$ cat config.mk
export PLATFORM = sky130hd
export DESIGN_NAME = pfdr_ctrl
export DESIGN_NICKNAME = d
export VERILOG_FILES = /design/src/rtl/pfdr_pkg.sv /design/src/rtl/pfdr_ctrl.sv
export SDC_FILE = /design/constraint.sdc
export NUM_CORES = 1
export LEC_CHECK = 0
export ABC_AREA = 1
export BUFFER_PORTS_ARGS = -buffer_cell sky130_fd_sc_hd__buf_2
export CAP_MARGIN = 0
export CORE_AREA = 2 2 39 41
export CTS_CLUSTER_DIAMETER = 50
export DETAILED_ROUTE_END_ITERATION = 8
export DIE_AREA = 0 0 41 43
export SLEW_MARGIN = 20
export SYNTH_ARGS = -nofsm -noshare
export SYNTH_HDL_FRONTEND = slang
export SYNTH_SLANG_ARGS = --single-unit
$ cat constraint.sdc
create_clock -name i_clk -period 1.46 [get_ports i_clk]
set_clock_uncertainty 0.05 [all_clocks]
set_input_delay 0.292 -clock i_clk [delete_from_list [all_inputs] [get_ports i_clk]]
set_output_delay 0.292 -clock i_clk [all_outputs]
set_load 0.005 [all_outputs]
$ cat src/rtl/pfdr_pkg.sv
// shared types and constants for the page frame buffer with dirty refresh
// no dependencies; used by controller, datapath, top level and checker
package pfdr_pkg;

    localparam int DEF_SCREEN_WIDTH  = 128;
    localparam int DEF_SCREEN_HEIGHT = 32;
    localparam int MAX_RESULTS       = 64;

    localparam logic OP_FILL  = 1'b0;
    localparam logic OP_FLUSH = 1'b1;

    // configuration register index (byte address bit 2)
    localparam logic REG_DISPLAY_READY = 1'b0;

    typedef enum logic [1:0] {
        KIND_DONE   = 2'd0,
        KIND_REJECT = 2'd1,
        KIND_PAGE   = 2'd2,
        KIND_NONE   = 2'd3
    } t_kind;

    typedef enum logic [2:0] {
        S_IDLE,
        S_DEC,
        S_RUN,
        S_FRD,
        S_FWR,
        S_XRD,
        S_XOUT,
        S_RESP
    } t_state;

    // controller to datapath
    typedef struct packed {
        logic  capture;
        logic  dec_fill;
        logic  dec_find;
        logic  run;
        logic  rd;
        logic  wr;
        logic  adv_fill;
        logic  adv_flush;
        logic  load_out;
        t_kind kind;
    } t_dp_cmd;

    // datapath to controller
    typedef struct packed {
        logic op;
        logic reject;
        logic any_dirty;
        logic row_last;
        logic page_last;
        logic word_last;
    } t_dp_sts;

endpackage

$ cat src/rtl/pfdr_ctrl.sv
// command sequencer for the page frame buffer: decode, fill and flush walks
// depends on pfdr_pkg; drives pfdr_dp through t_dp_cmd
module pfdr_ctrl (
    input  logic              i_clk,
    input  logic              i_rst_n,
    input  logic              i_valid,
    output logic              o_ready,
    output logic              o_valid,
    input  logic              i_ready,
    input  logic              i_display_ready,
    input  pfdr_pkg::t_dp_sts i_sts,
    output pfdr_pkg::t_dp_cmd o_cmd
);
    import pfdr_pkg::*;

    t_state r_state, n_state;
    t_kind  r_resp_kind, n_resp_kind;
    logic   r_out_valid, n_out_valid;
    logic   slot_free;

    assign slot_free = !r_out_valid || i_ready;
    assign o_ready   = (r_state == S_IDLE);
    assign o_valid   = r_out_valid;

    always_ff @(posedge i_clk) begin
        if (!i_rst_n) begin
            r_state     <= S_IDLE;
            r_resp_kind <= KIND_DONE;
            r_out_valid <= 1'b0;
        end else begin
            r_state     <= n_state;
            r_resp_kind <= n_resp_kind;
            r_out_valid <= n_out_valid;
        end
    end

    always_comb begin
        n_state     = r_state;
        n_resp_kind = r_resp_kind;
        n_out_valid = r_out_valid && !i_ready;
        o_cmd       = '0;
        o_cmd.kind  = KIND_PAGE;
        case (r_state)
            S_IDLE: begin
                if (i_valid) begin
                    o_cmd.capture = 1'b1;
                    n_state       = S_DEC;
                end
            end
            S_DEC: begin
                if (!i_display_ready || (i_sts.op == OP_FILL && i_sts.reject)) begin
                    n_resp_kind = KIND_REJECT;
                    n_state     = S_RESP;
                end else if (i_sts.op == OP_FILL) begin
                    o_cmd.dec_fill = 1'b1;
                    n_state        = S_FRD;
                end else if (!i_sts.any_dirty) begin
                    n_resp_kind = KIND_NONE;
                    n_state     = S_RESP;
                end else begin
                    o_cmd.dec_find = 1'b1;
                    n_state        = S_RUN;
                end
            end
            S_RUN: begin
                o_cmd.run = 1'b1;
                n_state   = S_XRD;
            end
            S_FRD: begin
                o_cmd.rd = 1'b1;
                n_state  = S_FWR;
            end
            S_FWR: begin
                o_cmd.wr = 1'b1;
                if (i_sts.row_last && i_sts.page_last) begin
                    n_resp_kind = KIND_DONE;
                    n_state     = S_RESP;
                end else begin
                    o_cmd.adv_fill = 1'b1;
                    n_state        = S_FRD;
                end
            end
            S_XRD: begin
                o_cmd.rd = 1'b1;
                n_state  = S_XOUT;
            end
            S_XOUT: begin
                // one word a cycle while the output side keeps up
                if (slot_free) begin
                    o_cmd.load_out = 1'b1;
                    o_cmd.kind     = KIND_PAGE;
                    n_out_valid    = 1'b1;
                    if (i_sts.word_last && i_sts.page_last) begin
                        n_state = S_IDLE;
                    end else begin
                        o_cmd.adv_flush = 1'b1;
                        o_cmd.rd        = 1'b1;
                    end
                end
            end
            S_RESP: begin
                if (slot_free) begin
                    o_cmd.load_out = 1'b1;
                    o_cmd.kind     = r_resp_kind;
                    n_out_valid    = 1'b1;
                    n_state        = S_IDLE;
                end
            end
            default: begin
                n_state = S_IDLE;
            end
        endcase
    end

endmodule

==> results by group, run 1 <==
Timing
  • Final hold violations: 0
  • Worst slew pin tran: just over 0.2 ns
  • Final setup viols: 3
  • Hold_ws: 0.267 ns
  • Final Max Tran Viols: 0
  • RSZ-0062 raised after global routing: yes
  • Fin Setup TNS: -0.0596 ns
  • Final Cycle Share: 103%
  • Minimum clock period: roughly 1.5 ns
  • Setup ws final: -0.0381 ns
  • Worst rel slew slack: 86.2%
  • Fmax achieved: ~670 MHz

Power
  • Post-route total power: roughly 1.6 mW
  • Peak VDD IR: roughly 1.0 mV
  • Pwr/cell area: 2000 nW/um^2
  • Leakage power total: 0.442 nW

Run status
  • Outcome: complete, but fails checks
  • Failing checks: negative setup slack

Die
  • Die width: ~40 um
  • Die Ht: roughly 43 um
  • Total die area: 1760 um^2
  • Area of the core: roughly 1400 um^2
  • Rows: 14
  • Initial Utilization: about a third
  • IO Pins: 24

Min path
  • Hold WC Path Type: input port to flip-flop

Critical path
  • WP buf/inv: 2
  • Worst Path Required: 1.12 ns
  • Crit. End Element: primary output
  • CP delay by family, top: flip-flops
  • Crit Reg-Reg Startpoint: r_state[1]$_SDFFE_PN0P_
  • CP Launch Type: flip-flop
  • Worst path slowest cell: dfxtp_4
  • Critical Path Max Stage Delay: approximately 0.39 ns
  • Worst path arrival time: around 1.2 ns
  • Reg2reg setup slack: 0.04 ns
  • Reg2reg end: r_state[2]$_SDFFE_PN0P_
  • Crit path from: r_state[1]$_SDFFE_PN0P_
  • Worst-path fanout max: 4
  • Cell chain of the critical path: nand2_4, clkinv_4, nand3_4, or2_1, buf_2
  • Critical path endpoint: o_cmd[1]
  • R2R cell count: 10
  • WS Path Type: flip-flop to primary output
  • Critical path depth: 5

Clock network
  • Htree depth: 1
  • Longest Clk Path Bufs: 2
  • Clock sink count: 6
  • Skew-Pair Late Insertion Delay: 0.25 ns
  • Number of buffers created by CTS: 3
  • Root buffer selected by CTS: clkbuf_4
  • Clock Pin Slew Worst Setup and Hold Paths: 0.05 ns
  • CTS tree: built

Detailed routing
  • DRC: 0
  • Routed vias: roughly 620
  • DR vias/cell: 4.61
  • Drt total wl: approximately 1500 um
  • Drt wl/cell: between 10 and 15 um
  • Remaining antenna violation count: 0
  • Pre-Repair DR Iteration Count: 4
  • 1st-iter DRT viols: 11

Flow run
  • Max Cap Viol: 0

Layout
  • Total Nets Final: about 130
  • ANT cells: 0
  • Fraction of layout cells with a size suffix above 1: a little over half
  • Commonest cells after routing, fill and taps aside: buf_2 (23), buf_4 (15), nand2_1 (14), nor2_1 (11), inv_1 (10)
  • Layout area overhead: 75.4%
  • Most common cell after layout, fill and taps aside: buf_2

Global routing
  • Largest net degree at the start of global routing: 6
  • M1 GR Usage: 21.7%
  • Number of global-route vias before repair: 587
  • First-pass GRT wire length: approximately 2300 um
  • M2 GR Usage: 32.2%
  • GRT overflow: 0
  • GR peak layer: met2
  • Initial antenna violation count: 0
  • Met3 Use GR: ~4.7%
  • Tot GR Track Use: 20.4%

Place
  • HPWL after DPL: a little under 1000 um
  • IO Port Bufs: 23
  • Routability congestion estimate from global placement: between 0.8 and 0.9

Yosys
  • Mapped Nets: between 80 and 90
  • Sequential area share after synthesis: about a quarter
  • Post-synth cell types: 15
  • Mean area per synthesized cell: between 5 and 6 um^2
  • Synthesized area: around 450 um^2
  • Yosys warning count: 0
  • Number of synthesized register bits: 6
  • Gate Count Post-Synth: 78
-- report_power, final --
group | internal, mW | total, mW | switching [mW]
clock network | 0.0934 | 0.159 | 0.0651
logic | 0.545 | 1.09 | 0.549
registers | 0.246 | 0.334 | 0.0879
total | 0.884 | 1.59 | 0.702
-- worst min-delay path by stage --
stage,from,to,slack [ns],depth (start not counted)
final,i_rst_n,r_state[1]$_SDFFE_PN0P_,0.27,3
after global routing,i_rst_n,r_state[1]$_SDFFE_PN0P_,0.25,3
after CTS,i_rst_n,r_state[1]$_SDFFE_PN0P_,0.25,3
after detailed placement,r_resp_kind[0]$_SDFFE_PN0P_,r_resp_kind[0]$_SDFFE_PN0P_,0.41,2
after global placement,r_resp_kind[0]$_SDFFE_PN0P_,r_resp_kind[0]$_SDFFE_PN0P_,0.40,2
after floorplan,i_rst_n,r_state[2]$_SDFFE_PN0P_,0.37,2
-- cell usage after synthesis --
master | instances | area [um^2]
inv_1 | 14 | 52.6
nand3_2 | 3 | 30.0
nand2_1 | 15 | 56.3
nand2_2 | 1 | 6.26
a21oi_1 | 6 | 30.0
or2_1 | 1 | 6.26
nand4_1 | 1 | 6.26
inv_2 | 2 | 7.51
dfxtp_1 | 6 | 120
nor2_1 | 15 | 56.3
clkinv_2 | 1 | 5.00
nor3_1 | 1 | 5.00
nor3_4 | 1 | 16.3
o21ai_0 | 2 | 10.0
nand3_1 | 9 | 45.0
-- metrics by stage --
step / worst slack (ns) / instances / util, % / area [um^2]
finish: -0.0381 / 135 / 57.4 / 795
global route: -0.103 / 135 / 57.4 / 795
CTS: -0.0440 / 134 / 54.6 / 756
detailed placement: 0.0843 / 120 / 44.1 / 611
global placement: 0.105 / 120 / 44.1 / 611
floorplan: 0.221 / 78 / - / 453
-- tightest hold or removal path: stages --
cell	delay [ns]
buf_2	0.13
nand2_1	0.07
nor2_1	0.04
-- logic make-up after synthesis --
logic type             count (synthesis)  share of synthesized area, %
AO/OA/AOI/OAI                          8                          8.84
flip-flops                             6                          26.5
buffers and inverters                 17                          14.4
AND/OR/NAND/NOR                       47                          50.3
-- flip-flops by register name, indices dropped and copies added, names as in the netlist --
register	count
r_resp_kind	2
o_valid	1
r_state	3
-- routing by layer --
layer | vias up | part of all wire, %
met1 | 275 | 39
met3 | 4 | 5.4
met4 | 0 | 2.6
li1 | 326 | -
met5 | - | 0
met2 | 17 | 53
-- area by class of cell --
type                    count  area (um^2)
clock buffers               3         22.5
fillers                   125          589
inverters                  17         73.8
multi-input cells          55          320
flip-flops and latches      6          130
well taps                  16         20.0
repair buffers             38          228
-- repair_timing --
item / in CTS / in global routing
setup buffers: 11 / 1
hold endpoints to repair: 0 / 0
pin swaps: 4 / 3
endpoints found under the setup margin: 8 / 12
hold buffers: 0 / 0
gates resized for setup: 15 / 11
Power figures use the tool's default switching activity.
==> run 2, diff against run 1 <==
- PLACE_DENSITY: unset -> 0.71
==> run 2 against run 1 <==
Against the previous run:
- the flow still finishes with violations (negative setup slack)
- register-to-register slack improved by 0.23 ns
- non-clock buffer count decreased by 9
- count of clock-buffer cells in the layout unchanged
- clock power increased by 4%
- hold slack got worse by 0.0014 ns
- core utilization decreased by 6.3 points
- wire length decreased by 17%
- sequential power increased by 2%
- combinational power decreased by 30%
- maximum frequency decreased by 1.2%
- flip-flop and latch count unchanged
- critical endpoint is now o_cmd[9]
- highest routed layer unchanged
==> results by group, run 2 (synthesis results as in run 1) <==
Place
  • HPWL after DPL: 903 um (-7.1%)
  • Routability congestion estimate from global placement: 0.817 (-4.7%)
  • Placed instance area: 611 um^2 (unchanged)
  • IO Port Bufs: 23 (unchanged)

Power
  • Leakage power total: 0.402 nW (-9.1%)
  • Pwr/cell area: 1800 nW/um^2 (-9.7%)
  • Peak VDD IR: 0.717 mV (-31%)

Timing
  • Final hold violations: 0 (unchanged)
  • Worst rel slew slack: 88.9% (+2.7 points)
  • Fmax achieved: 659 MHz (-1.2%)
  • Setup ws final: -0.0570 ns (-0.0189 ns)
  • RSZ-0062 raised after global routing: yes
  • Final Cycle Share: 104% (+1.3 points)
  • Worst slew pin tran: 0.165 ns (-0.0398 ns)
  • Final Max Tran Viols: 0 (unchanged)
  • Final setup viols: 5 (+2)
  • Hold_ws: 0.266 ns (-0.00138 ns)
  • Minimum clock period: 1.52 ns (+0.0189 ns)

Clock network
  • Clock sink count: 6 (unchanged)
  • Longest Clk Path Bufs: 2 (unchanged)
  • Htree depth: 1 (unchanged)
  • Clock Pin Slew Worst Setup and Hold Paths: 0.05 ns (about the same)
  • Number of buffers created by CTS: 3 (unchanged)
  • CTS tree: built
  • Root buffer selected by CTS: clkbuf_4
  • Skew-Pair Late Insertion Delay: 0.25 ns (about the same)

Global routing
  • Number of global-route vias before repair: 482 (-18%)
  • Largest net degree at the start of global routing: 7 (+1)
  • Tot GR Track Use: 15.6% (-4.8 points)
  • First-pass GRT wire length: 1820 um (-22%)
  • Initial antenna violation count: 0 (unchanged)
  • GRT overflow: 0 (unchanged)

Critical path
  • R2R cell count: 6 (-4)
  • Worst Path Required: 1.12 ns (about the same)
  • WS Path Type: flip-flop to primary output
  • CP Launch Type: flip-flop
  • Crit. End Element: primary output
  • Worst-path fanout max: 3 (-1)
  • Worst path arrival time: 1.18 ns (+0.02 ns)

Layout
  • Largest Register: r_state
  • Layout area overhead: 56.1%
  • Final instance area: 707 um^2 (-11%)
  • Fillcell total: 149 (+19%)
  • Fraction of layout cells with a size suffix above 1: 43.6% (-10 points)
  • Max FFs per register: 3 (unchanged)
  • Total Nets Final: 123 (-6.8%)
  • Commonest cells after routing, fill and taps aside: buf_2 (23), nand2_1 (15), inv_1 (14), nor2_1 (11), nand3_1 (8)
  • Most common cell after layout, fill and taps aside: buf_2
  • ANT cells: 0 (unchanged)

Detailed routing
  • DR vias/cell: 4.67 (+1.5%)
  • 1st-iter DRT viols: 10 (-1)
  • DRC: 0 (unchanged)
  • Pre-Repair DR Iteration Count: 4 (unchanged)
  • Drt total wl: 1240 um (-17%)
  • Routed vias: 589 (-5.3%)
  • Remaining antenna violation count: 0 (unchanged)
  • Drt wl/cell: 9.85 um (-11%)

Die
  • Die Ht: 43 um (unchanged)
  • Initial Utilization: 32.7% (unchanged)
  • Die width: 41 um (unchanged)
  • IO Pins: 24 (unchanged)
  • Area of the core: 1380 um^2 (unchanged)
  • Total die area: 1760 um^2 (unchanged)
  • Rows: 14 (unchanged)

Flow run
  • Max Cap Viol: 0 (unchanged)

Run status
  • Failing checks: negative setup slack
  • Outcome: complete, but fails checks

Min path
  • Hold WC Path Type: input port to flip-flop
  • Hold depth: 3 (unchanged)
-- run 2: what timing repair did --
action,in CTS,in global routing
setup buffers,1,2
hold buffers,0,0
pin swaps,2,2
endpoints found under the setup margin,8,8
gates resized for setup,8,6
hold endpoints to repair,0,0
-- run 2: final timing paths --
check | startpoint | endpoint | slack (ns)
setup / recovery | r_state[2]$_SDFFE_PN0P_ | o_cmd[9] | -0.06
hold / removal | i_rst_n | r_state[1]$_SDFFE_PN0P_ | 0.27
setup reg to reg | r_state[2]$_SDFFE_PN0P_ | r_state[2]$_SDFFE_PN0P_ | 0.27
hold reg to reg | r_resp_kind[0]$_SDFFE_PN0P_ | r_resp_kind[0]$_SDFFE_PN0P_ | 0.41
-- run 2: metrics by stage --
step	util [%]	setup TNS (ns)	setup slack [ns]	power (mW)	cells
6_report	51.1	-0.185	-0.0570	1.27	126
3_5_place_dp	44.1	0	0.0910	0.945	120
3_3_place_gp	44.1	0	0.108	0.943	120
5_1_grt	51.1	-0.540	-0.121	1.39	126
2_1_floorplan	-	0	0.221	0.713	78
4_1_cts	48.8	-0.211	-0.0646	1.22	124
-- run 2: worst max-delay path: stages (launching register included) --
cell,delay (ns)
dfxtp_4,0.36
buf_6,0.13
nor3_4,0.18
inv_1,0.07
nor2_1,0.07
buf_2,0.11
-- run 2: metal layers --
layer  part of all wire [%]  GRT usage (%)  up-vias
met5                      0              0        -
met4                    3.2           10.0        0
met3                    4.7           4.71        5
met2                     49           25.3       16
met1                     43           16.3      258
li1                       -              -      310
-- run 2: cell type report --
| cell class | count | area, um^2 | share of cell area [%] |
|---|---|---|---|
| well taps | 16 | 20.0 | 2.83 |
| flip-flops and latches | 6 | 129 | 18.2 |
| clock buffers | 3 | 22.5 | 3.19 |
| multi-input cells | 55 | 288 | 40.7 |
| inverters | 17 | 71.3 | 10.1 |
| repair buffers | 29 | 176 | 25.0 |
-- run 2: where the power goes --
group | switching, mW | internal [mW] | total (mW)
Sequential | 0.0951 | 0.246 | 0.341
Combinational | 0.409 | 0.358 | 0.767
Clock | 0.0722 | 0.0938 | 0.166
==> run 3, diff against run 2 <==
- BUFFER_PORTS_ARGS: -buffer_cell sky130_fd_sc_hd__buf_2 -> -buffer_cell sky130_fd_sc_hd__buf_4
==> run 3 against run 2 <==
Against the previous run:
- the run still ends with negative setup slack left
- via count rose by 6.1%
- die area did not move
- non-clock buffer count rose by 3
- power rose by 15%
- register-to-register slack got worse by 0.10 ns
- clock power barely moved
- cell area rose by 14%
- core utilization rose by 7.2 points
- first-iteration DRC count rose by 50%
- sequential power rose by 6%
- sequential share of layout area fell by 1.8 points
- cell count rose by 2.4%
- largest power group unchanged
==> results by group, run 3 (synthesis results as in run 1) <==
Place
  • Routability congestion estimate from global placement: 0.854 (+4.5%)
  • Placed Cells incl. Taps: 120 (unchanged)
  • HPWL after DPL: 965 um (+6.8%)
  • IO Port Bufs: 23 (unchanged)
  • Placed instance area: 668 um^2 (+9.4%)

Critical path
  • Crit. End Element: primary output
  • Worst-path fanout max: 4 (+1)
  • Worst Path Required: 1.12 ns (about the same)
  • Worst path slowest cell: dfxtp_4
  • WP buf/inv: 2 (-1)
  • CP Launch Type: flip-flop
  • Cell chain of the critical path: nand2_4, clkinv_4, nand3_4, or2_1, buf_6
  • Critical Path Max Stage Delay: 0.39 ns (+0.03 ns)
  • Worst path arrival time: 1.19 ns (about the same)
  • CP delay by family, top: flip-flops
  • WS Path Type: flip-flop to primary output

Layout
  • Fin cells: 129 (+2.4%)
  • Total Nets Final: 126 (+2.4%)
  • Layout area overhead: 78.2%
  • ANT cells: 0 (unchanged)
  • Largest Register: r_state
  • Commonest cells after routing, fill and taps aside: buf_4 (31), nand2_1 (14), nor2_1 (12), inv_1 (10), nand3_1 (7)
  • Max FFs per register: 3 (unchanged)
  • Most common cell after layout, fill and taps aside: buf_4
  • Final instance area: 807 um^2 (+14%)
  • Fraction of layout cells with a size suffix above 1: 51.3% (+7.7 points)

Timing
  • Setup ws final: -0.0673 ns (-0.0103 ns)
  • Worst rel slew slack: 87.3% (-1.5 points)
  • Fmax achieved: 655 MHz (-0.67%)
  • Final setup viols: 5 (unchanged)
  • Worst slew pin tran: 0.188 ns (+0.0229 ns)
  • Final Max Tran Viols: 0 (unchanged)
  • Final hold violations: 0 (unchanged)
  • Final Cycle Share: 105% (+0.70 points)
  • RSZ-0062 raised after global routing: yes
  • Minimum clock period: 1.53 ns (+0.0103 ns)

Detailed routing
  • DR vias/cell: 4.84 (+3.6%)
  • Remaining antenna violation count: 0 (unchanged)
  • Routed vias: 625 (+6.1%)
  • DRC: 0 (unchanged)
  • 1st-iter DRT viols: 15 (+5)
  • Drt total wl: 1430 um (+15%)
  • Pre-Repair DR Iteration Count: 4 (unchanged)
  • Drt wl/cell: 11.1 um (+13%)

Global routing
  • Initial antenna violation count: 0 (unchanged)
  • Tot GR Track Use: 16.9% (+1.2 points)
  • GRT overflow: 0 (unchanged)
  • Number of global-route vias before repair: 569 (+18%)
  • First-pass GRT wire length: 2020 um (+11%)
  • Largest net degree at the start of global routing: 7 (unchanged)

Clock network
  • Skew-Pair Late Insertion Delay: 0.26 ns (about the same)
  • Htree depth: 1 (unchanged)
  • Number of buffers created by CTS: 3 (unchanged)
  • CTS tree: built
  • Clock Pin Slew Worst Setup and Hold Paths: 0.05 ns (about the same)
  • Clock sink count: 6 (unchanged)
  • Longest Clk Path Bufs: 2 (unchanged)
  • Root buffer selected by CTS: clkbuf_4

Power
  • Peak VDD IR: 0.838 mV (+17%)
  • Leakage power total: 0.430 nW (+7.0%)
  • Post-route total power: 1.46 mW (+15%)
  • Pwr/cell area: 1810 nW/um^2 (+0.43%)

Die
  • Initial Utilization: 32.7% (unchanged)
  • Total die area: 1760 um^2 (unchanged)
  • Rows: 14 (unchanged)
  • Area of the core: 1380 um^2 (unchanged)
  • Die Ht: 43 um (unchanged)
  • Die width: 41 um (unchanged)
  • IO Pins: 24 (unchanged)

Min path
  • Hold WC Path Type: input port to flip-flop

Run status
  • Outcome: complete, but fails checks
  • Failing checks: negative setup slack

Flow run
  • Max Cap Viol: 0 (unchanged)
[run 3: changes by cell type in the layout (fill, tap and decap cells not counted), sizes merged]
cell / before / now
buf: 29 / 32
[run 3: per-layer routing]
layer  wire length [um]  vias to the layer above  global-route usage [%]  share of wire (%)
met1                586                      288                    18.6                 41
li1                   -                      316                       -                  -
met5                  0                        -                       0                  0
met2                742                       16                    26.6                 52
met3                 57                        5                    4.71                4.0
met4                 46                        0                    10.7                3.2
[run 3: worst reg2reg max path, cell delays in order (launching register included)]
cell,delay (ns)
dfxtp_4,0.39
inv_4,0.06
buf_4,0.13
buf_4,0.14
nand3_1,0.14
nand3_2,0.11
nor2_1,0.10
a21oi_1,0.07
[run 3: area by class of cell]
class | count | area, um^2
repair buffers | 32 | 244
clock buffers | 3 | 22.5
flip-flops and latches | 6 | 133
multi-input cells | 55 | 314
fillers | 123 | 577
well taps | 16 | 20.0
inverters | 17 | 73.8
[run 3: power breakdown]
part	switching, mW	internal [mW]	total, mW
Clock	0.0726	0.0938	0.166
Combinational	0.468	0.466	0.934
Sequential	0.108	0.252	0.360
[run 3: path summary, 6_finish.rpt]
kind                                                   from                           to  slack (ns)  cells after the start
worst min-delay path                                i_rst_n      r_state[1]$_SDFFE_PN0P_        0.25                      3
worst min register to register  r_resp_kind[0]$_SDFFE_PN0P_  r_resp_kind[0]$_SDFFE_PN0P_        0.42                      2
worst max-delay path                r_state[1]$_SDFFE_PN0P_                     o_cmd[1]       -0.07                      5
worst max register to register      r_state[1]$_SDFFE_PN0P_      r_state[2]$_SDFFE_PN0P_        0.17                      7
[run 3: timing repair]
action                     CTS  global route
setup buffers                2             4
pin swaps                    3             6
hold buffers                 0             0
resized for setup           16            11
setup endpoints to repair    8            11
[run 3: per-stage QoR]
stage / worst slack (ns) / TNS (ns) / utilization, % / hold WS, ns
after detailed placement: 0.0910 / 0 / 48.3 / 0.413
after global placement: 0.108 / 0 / 48.3 / 0.406
after CTS: -0.0579 / -0.111 / 54.1 / 0.246
after floorplan: 0.221 / 0 / - / 0.365
final: -0.0673 / -0.178 / 58.3 / 0.247
after global routing: -0.112 / -0.573 / 58.3 / 0.268
